### config.mk
export PLATFORM = sky130hd
export DESIGN_NAME = utf8_stream_decoder
export DESIGN_NICKNAME = d
export VERILOG_FILES = /design/src/hdl/ufd_pkg.sv /design/src/hdl/utf8_stream_decoder.sv /design/src/hdl/ufd_decode.sv /design/src/hdl/ufd_out_queue.sv
export SDC_FILE = /design/constraint.sdc
export NUM_CORES = 1
export LEC_CHECK = 0
export BUFFER_PORTS_ARGS = -buffer_cell sky130_fd_sc_hd__buf_2
export CORE_MARGIN = 3
export CORE_UTILIZATION = 40
export CTS_CLUSTER_DIAMETER = 150
export DETAILED_ROUTE_END_ITERATION = 6
export GPL_TIMING_DRIVEN = 0
export PLACE_DENSITY_LB_ADDON = 0.3
export SKIP_LAST_GASP = 1
export SLEW_MARGIN = 30
export SYNTH_ARGS = -nofsm -noshare
export SYNTH_HDL_FRONTEND = slang
export SYNTH_HIERARCHICAL = 1
export SYNTH_SLANG_ARGS = --single-unit
### constraint.sdc
create_clock -name clk -period 7.7 [get_ports clk]
set_clock_uncertainty 0.15 [all_clocks]
set_input_delay 2.31 -clock clk [delete_from_list [all_inputs] [get_ports clk]]
set_output_delay 2.31 -clock clk [all_outputs]
set_load 0.02 [all_outputs]
### src/hdl/ufd_pkg.sv
// ufd_pkg: shared types and constants of the UTF-8 stream decoder.
// Holds the result entry and result bundle types used by the decoder,
// the output serializer and the top level. No dependencies.
package ufd_pkg;

  localparam int unsigned ByteW  = 8;
  localparam int unsigned CpW    = 21;
  localparam int unsigned MaxRes = 4;
  localparam int unsigned CntW   = 3;   // holds 0..MaxRes
  localparam int unsigned IdxW   = 2;   // indexes 0..MaxRes-1
  localparam int unsigned OutDataW = 24;

  localparam logic KindCodePoint = 1'b0;
  localparam logic KindError     = 1'b1;

  typedef struct packed {
    logic           kind;
    logic [CpW-1:0] code_point;
    logic           text_valid;
  } res_t;

  typedef struct packed {
    logic [CntW-1:0]    count;
    res_t [MaxRes-1:0]  ent;
  } bundle_t;

endpackage

### src/hdl/utf8_stream_decoder.sv
// utf8_stream_decoder: top level of the strict UTF-8 stream decoder.
// Depends on ufd_pkg, ufd_decode and ufd_out_queue.
//
// One byte per input request, with in_tlast marking the last byte of a text.
// Each byte is decoded in one pass of logic into a bundle of zero to four
// results, held in a result register and handed out one per cycle while
// out_tready is high. A new byte is taken while the previous bundle's last
// result is being taken, so plain text runs at one byte per cycle with
// out_tready high; new bytes wait until the output port drains the bundle.
// Lead bytes without end of text give no result. Overlong forms, surrogates,
// values above 0x10FFFF and bad lead bytes give one error result per byte
// involved; a byte that breaks an open sequence is decoded afresh. The
// text_valid bit is sticky within a text and clears after in_tlast.
module utf8_stream_decoder (
  input  logic                              clk,
  input  logic                              rst_n,
  // input stream
  input  logic                              in_tvalid,
  output logic                              in_tready,
  input  logic [ufd_pkg::ByteW-1:0]         in_tdata,  // [7:0] data_byte
  input  logic                              in_tlast,  // end_of_text
  // result stream
  output logic                              out_tvalid,
  input  logic                              out_tready,
  output logic [ufd_pkg::OutDataW-1:0]      out_tdata, // [20:0] code_point, [21] text_valid
  output logic                              out_tuser, // kind: 0 code point, 1 error
  output logic                              out_tlast  // last_of_run
);

  logic              take;
  logic              free;
  ufd_pkg::bundle_t  bundle;
  ufd_pkg::res_t     res;

  // Advance the decoder only on an accepted request.
  assign take      = in_tvalid && free;
  assign in_tready = free;

  ufd_decode u_decode (
    .clk         (clk),
    .rst_n       (rst_n),
    .take        (take),
    .data_byte   (in_tdata),
    .end_of_text (in_tlast),
    .bundle      (bundle)
  );

  ufd_out_queue u_out_queue (
    .clk       (clk),
    .rst_n     (rst_n),
    .load      (take),
    .bundle    (bundle),
    .free      (free),
    .res_valid (out_tvalid),
    .res_ready (out_tready),
    .res       (res),
    .res_last  (out_tlast)
  );

  // Pack the result fields; pad bits stay zero.
  assign out_tdata = {2'b00, res.text_valid, res.code_point};
  assign out_tuser = res.kind;

endmodule

### src/hdl/ufd_decode.sv
// ufd_decode: per-byte UTF-8 decode step and the sequence state registers.
// Builds the bundle of up to four results caused by one request.
// Depends on ufd_pkg.
module ufd_decode (
  input  logic                        clk,
  input  logic                        rst_n,
  input  logic                        take,
  input  logic [ufd_pkg::ByteW-1:0]   data_byte,
  input  logic                        end_of_text,
  output ufd_pkg::bundle_t            bundle
);

  localparam logic [ufd_pkg::CpW-1:0] Min2      = 21'h000080;
  localparam logic [ufd_pkg::CpW-1:0] Min3      = 21'h000800;
  localparam logic [ufd_pkg::CpW-1:0] SurLo     = 21'h00D800;
  localparam logic [ufd_pkg::CpW-1:0] SurHi     = 21'h00DFFF;
  localparam logic [ufd_pkg::CpW-1:0] Min4      = 21'h010000;
  localparam logic [ufd_pkg::CpW-1:0] MaxCp     = 21'h10FFFF;

  logic [ufd_pkg::CpW-1:0] acc_r, acc_nxt;
  logic [1:0]              held_r, held_nxt;
  logic [2:0]              len_r, len_nxt;
  logic                    err_r, err_nxt;

  logic                    cont;
  logic                    fresh;
  logic                    value_ok;
  logic [ufd_pkg::CpW-1:0] acc_ext;
  logic [2:0]              now;
  logic [2:0]              pre_cnt;
  logic                    main_v;
  logic                    main_err;
  logic [ufd_pkg::CpW-1:0] main_cp;
  logic [1:0]              flush_cnt;
  logic [2:0]              n;
  logic                    run_err;
  logic                    is_main;
  logic                    ent_err;

  // Sequence decode: held bytes first, then the byte afresh, then end flush.
  always_comb begin
    cont     = (data_byte[7:6] == 2'b10);
    acc_ext  = {acc_r[14:0], data_byte[5:0]};
    now      = {1'b0, held_r} + 3'd1;
    acc_nxt  = acc_r;
    held_nxt = held_r;
    len_nxt  = len_r;
    pre_cnt  = 3'd0;
    main_v   = 1'b0;
    main_err = 1'b0;
    main_cp  = '0;
    fresh    = 1'b1;

    unique case (len_r)
      3'd2:    value_ok = (acc_ext >= Min2);
      3'd3:    value_ok = (acc_ext >= Min3) && !((acc_ext >= SurLo) && (acc_ext <= SurHi));
      3'd4:    value_ok = (acc_ext >= Min4) && (acc_ext <= MaxCp);
      default: value_ok = 1'b0;
    endcase

    if (held_r != 2'd0) begin
      if (cont) begin
        fresh = 1'b0;
        if (now >= len_r) begin
          if (value_ok) begin
            main_v  = 1'b1;
            main_cp = acc_ext;
          end else begin
            pre_cnt = now;
          end
          acc_nxt  = '0;
          held_nxt = 2'd0;
          len_nxt  = 3'd0;
        end else begin
          acc_nxt  = acc_ext;
          held_nxt = now[1:0];
        end
      end else begin
        pre_cnt  = {1'b0, held_r};
        acc_nxt  = '0;
        held_nxt = 2'd0;
        len_nxt  = 3'd0;
      end
    end

    if (fresh) begin
      if (!data_byte[7]) begin
        main_v  = 1'b1;
        main_cp = {13'd0, data_byte};
      end else if (data_byte[7:5] == 3'b110) begin
        acc_nxt  = {16'd0, data_byte[4:0]};
        len_nxt  = 3'd2;
        held_nxt = 2'd1;
      end else if (data_byte[7:4] == 4'b1110) begin
        acc_nxt  = {17'd0, data_byte[3:0]};
        len_nxt  = 3'd3;
        held_nxt = 2'd1;
      end else if (data_byte[7:3] == 5'b11110) begin
        acc_nxt  = {18'd0, data_byte[2:0]};
        len_nxt  = 3'd4;
        held_nxt = 2'd1;
      end else begin
        main_v   = 1'b1;
        main_err = 1'b1;
      end
    end

    flush_cnt = 2'd0;
    if (end_of_text) begin
      flush_cnt = held_nxt;
      acc_nxt   = '0;
      held_nxt  = 2'd0;
      len_nxt   = 3'd0;
    end
  end

  // Lay out the results: held errors, the main result, then flushed errors.
  always_comb begin
    n       = pre_cnt + {2'd0, main_v} + {1'b0, flush_cnt};
    run_err = 1'b0;
    is_main = 1'b0;
    ent_err = 1'b0;
    bundle.count = n;
    for (int i = 0; i < ufd_pkg::MaxRes; i++) begin
      is_main = main_v && (3'(i) == pre_cnt);
      ent_err = !(is_main && !main_err);
      run_err = run_err | (ent_err && (3'(i) < n));
      bundle.ent[i].kind       = ent_err ? ufd_pkg::KindError : ufd_pkg::KindCodePoint;
      bundle.ent[i].code_point = ent_err ? '0 : main_cp;
      bundle.ent[i].text_valid = !(err_r | run_err);
    end
    err_nxt = end_of_text ? 1'b0 : (err_r | run_err);
  end

  always_ff @(posedge clk) begin
    if (!rst_n) begin
      acc_r  <= '0;
      held_r <= 2'd0;
      len_r  <= 3'd0;
      err_r  <= 1'b0;
    end else if (take) begin
      acc_r  <= acc_nxt;
      held_r <= held_nxt;
      len_r  <= len_nxt;
      err_r  <= err_nxt;
    end
  end

endmodule

### src/hdl/ufd_out_queue.sv
// ufd_out_queue: result register for one bundle; its entries go out one per
// cycle while res_ready is high, the final one marked. Depends on ufd_pkg.
module ufd_out_queue (
  input  logic                  clk,
  input  logic                  rst_n,
  input  logic                  load,
  input  ufd_pkg::bundle_t      bundle,
  output logic                  free,
  output logic                  res_valid,
  input  logic                  res_ready,
  output ufd_pkg::res_t         res,
  output logic                  res_last
);

  ufd_pkg::bundle_t                 bnd_r;
  logic [ufd_pkg::IdxW-1:0]         idx_r;
  logic                             vld_r;
  logic                             done;

  assign res_valid = vld_r;
  assign res       = bnd_r.ent[idx_r];
  assign res_last  = (({1'b0, idx_r} + 3'd1) == bnd_r.count);
  assign done      = vld_r && res_ready && res_last;
  assign free      = !vld_r || done;

  always_ff @(posedge clk) begin
    if (!rst_n) begin
      vld_r <= 1'b0;
      idx_r <= '0;
    end else if (load && (bundle.count != '0)) begin
      vld_r <= 1'b1;
      idx_r <= '0;
    end else if (done) begin
      vld_r <= 1'b0;
    end else if (vld_r && res_ready) begin
      idx_r <= idx_r + ufd_pkg::IdxW'(1);
    end
  end

  always_ff @(posedge clk) begin
    if (load) begin
      bnd_r <= bundle;
    end
  end

endmodule

==> metrics.yaml <==
vias_per_cell: 4.83
async_flop_share: 0
first_pass_iters: 4
cts_made_buffers: 17
io_pins: 41
seq_area_frac_synth: 0.585
synth-compound-area-share: 0.0800
min_path_type: "reg -> reg"
path_clk_slew_ns: 0.06
vdd_drop_max_mv: 0.157
postCtsHoldBufs: 0
min-delay-start: "u_out_queue/res_valid$_SDFFE_PN0P_"
clk_latency_ns: 0.41
synth_mux_area_frac: 0.0978
antenna_found_initial: 0
rows: 42
nFillCells: 1176
power_mw: 1.74
slew_viol_final: 0
die_h_um: 125
worstPathArrival_ns: 5.69
drive_gt1_frac: 0.287
cts_resized: 0
slew_headroom: 0.442
yosys-top-cells-area: "edfxtp_1 (50%), dfxtp_1 (8.4%), mux4_2 (7.1%)"
path_class: "in -> reg"
vias: 3374
grt_usage: 0.139
cts_buffer_depth: 2
drt-total-wl_mm: 10.3
path_max_fanout: 10
min_path_cells: 2
finalSetupTns_ns: 0
place.gp.congestion: 0.837
reg2reg_depth: 13
synth_top_cells_by_count: "edfxtp_1 (95), buf_4 (45), and2_1 (40), nor2b_1 (25), dfxtp_1 (24)"
cp-end-kind: "flip-flop"
cts_tree: "built"
synth_most_common_cell: "edfxtp_1"
route.detailed.drc: 0
hold_end: "u_out_queue/res_valid$_SDFFE_PN0P_"
clockRootBuffer: "clkbuf_16"
synth.ff_latch_count: 119
cts_max_level: 4
drtIter0Drc: 244
synth_top_family_by_area: "simple AND/OR/NAND/NOR gates"
synth-simple-area-share: 0.126
yosys.area_share.xor_xnor: 0.00901
postCtsSetupBuffers: 0
synth_top_area_frac: 0.501
start_kind: "input pin"
min_period_ns: 5.56
area_growth_pct: 21.3
regArea_um2: 3330
nets: 530
antennaDiodeCount: 0
syn_inst: 411
leakagePower_nw: 2.65
grt_pass1_wl_mm: 17.2
r2r-start: "u_decode/held_r[0]$_SDFFE_PN0P_"
die_w_um: 125
synth_flop_cell: "edfxtp_1"
tightest_slew_ns: 0.830
rrSetupSlack_ns: 3.00
grt_max_degree: 54
grt_setup_unrepaired: "false"
powerDensity_nw_per_um2: 253
status: "complete, no violations"
syn_avg_cell_area_um2: 13.9
ys_types: 60
synth_fa_ha_area_frac: 0.0202
die_area_um2: 15700
start_util: 0.420
max_cap_violations: 0
cp-startpoint: "in_tdata[6]"
min_period_over_period: 0.722
critPathRequiredTime_ns: 7.83
timing.rr.end: "u_out_queue/res_valid$_SDFFE_PN0P_"
clock.fmax_ghz: 0.180
multi_input_area_um2: 2070
core_um2: 13600
hold_viol: 0
grt_pass1_vias: 3439
clock_sinks: 119
setup_viol: 0
postRouteAntennaNets: 0
io_buffer_count: 36
synth_edf_count: 95
grt-ovfl-total: 0
ys_warn_count: 6
hpwlAfterDp_mm: 7.08
synth_area_leader_cell: "edfxtp_1"
synthesis.area_um2: 5700
routedWlPerCell_um: 14.7
-- worst max-delay path by stage --
| stage | endpoint | slack [ns] |
|---|---|---|
| after floorplan | u_decode/acc_r[10]$_SDFFE_PN0P_ | 1.56 |
| after global placement | u_decode/acc_r[14]$_SDFFE_PN0P_ | 0.51 |
| after detailed placement | u_out_queue/res_valid$_SDFFE_PN0P_ | 1.76 |
| after CTS | u_out_queue/res_valid$_SDFFE_PN0P_ | 2.19 |
| after global routing | u_out_queue/idx_r[1]$_SDFFE_PP0P_ | 1.85 |
| final | u_out_queue/res_valid$_SDFFE_PN0P_ | 2.14 |
-- registers in the layout, summed over array words and instances (netlist names) --
register               cells
u_decode/held_r            2
u_out_queue/idx_r          2
u_decode/len_r             3
u_decode/err_r             1
u_out_queue/bnd_r         95
u_decode/acc_r            15
u_out_queue/res_valid      1
-- critical path: stages --
cell	delay [ns]
buf_2	0.13
nand2b_1	0.19
nor3_1	0.31
a21boi_1	0.58
clkbuf_1	0.40
o21bai_1	0.21
fa_1	0.24
fa_1	0.53
o31ai_2	0.51
nor2b_1	0.20
a311oi_1	0.06
-- layout make-up --
class / instances / share of cell area
inverters: 9 / 0.00489
clock buffers: 23 / 0.0692
clock inverters: 9 / 0.0214
multi-input cells: 264 / 0.299
plain buffers: 61 / 0.0612
repair buffers: 37 / 0.0301
well taps: 176 / 0.0319
flip-flops and latches: 119 / 0.482
-- per-layer routing --
metal  wire length, µm  GRT usage  vias up
li1                  -          -     1663
met5                 0          0        -
met1              4720      0.176     1644
met4               186     0.0561        0
met3               385     0.0443       12
met2              4980      0.223       55
-- power by group --
| part | total [mW] | switching (mW) | internal (mW) |
|---|---|---|---|
| combinational | 0.160 | 0.0919 | 0.0684 |
| clock | 0.827 | 0.263 | 0.564 |
| sequential | 0.757 | 0.0121 | 0.745 |
| total | 1.74 | 0.367 | 1.38 |
-- metrics by stage --
| step | std cells | hold slack, ns | instance area [µm²] | util | setup slack [ns] |
|---|---|---|---|---|---|
| detailed placement | 666 | 0.384 | 6280 | 0.463 | 1.76 |
| CTS | 698 | 0.392 | 6910 | 0.510 | 2.19 |
| floorplan | 453 | 0.360 | 5850 | - | 1.56 |
| global placement | 665 | 0.365 | 6250 | 0.461 | 0.513 |
| global route | 698 | 0.453 | 6910 | 0.510 | 1.85 |
| finish | 698 | 0.396 | 6910 | 0.510 | 2.14 |
-- cells in the final DEF (no fill, tap or decap), types with 4 or more instances in the layout --
| cell | count |
|---|---|
| edfxtp_1 | 95 |
| buf_4 | 45 |
| conb_1 | 44 |
| and2_1 | 39 |
| buf_2 | 38 |
| nor2b_1 | 25 |
| dfxtp_1 | 24 |
| mux4_2 | 18 |
| clkbuf_16 | 17 |
| a22oi_1 | 14 |
| clkbuf_1 | 13 |
| nand2_1 | 11 |
| nor2_1 | 10 |
| inv_1 | 9 |
| a21oi_1 | 9 |
| o21ai_0 | 9 |
| nor3_1 | 6 |
| nand2b_1 | 6 |
| ha_1 | 6 |
| nor4_1 | 5 |
| mux4_1 | 5 |
| clkinv_2 | 4 |
| bufinv_16 | 4 |
| a32oi_1 | 4 |
-- cells by family (layout without fill, tap and decap cells) --
| group | count (synthesis) | after routing |
|---|---|---|
| buf+inv | 70 | 139 |
| other cells | 2 | 44 |
| simple gates | 120 | 120 |
| xor+xnor | 5 | 5 |
| compound gates | 62 | 62 |
| fa+ha+maj | 8 | 8 |
| flops | 119 | 119 |
| mux | 25 | 25 |
Note: power is estimated with default switching activity, not from simulation.
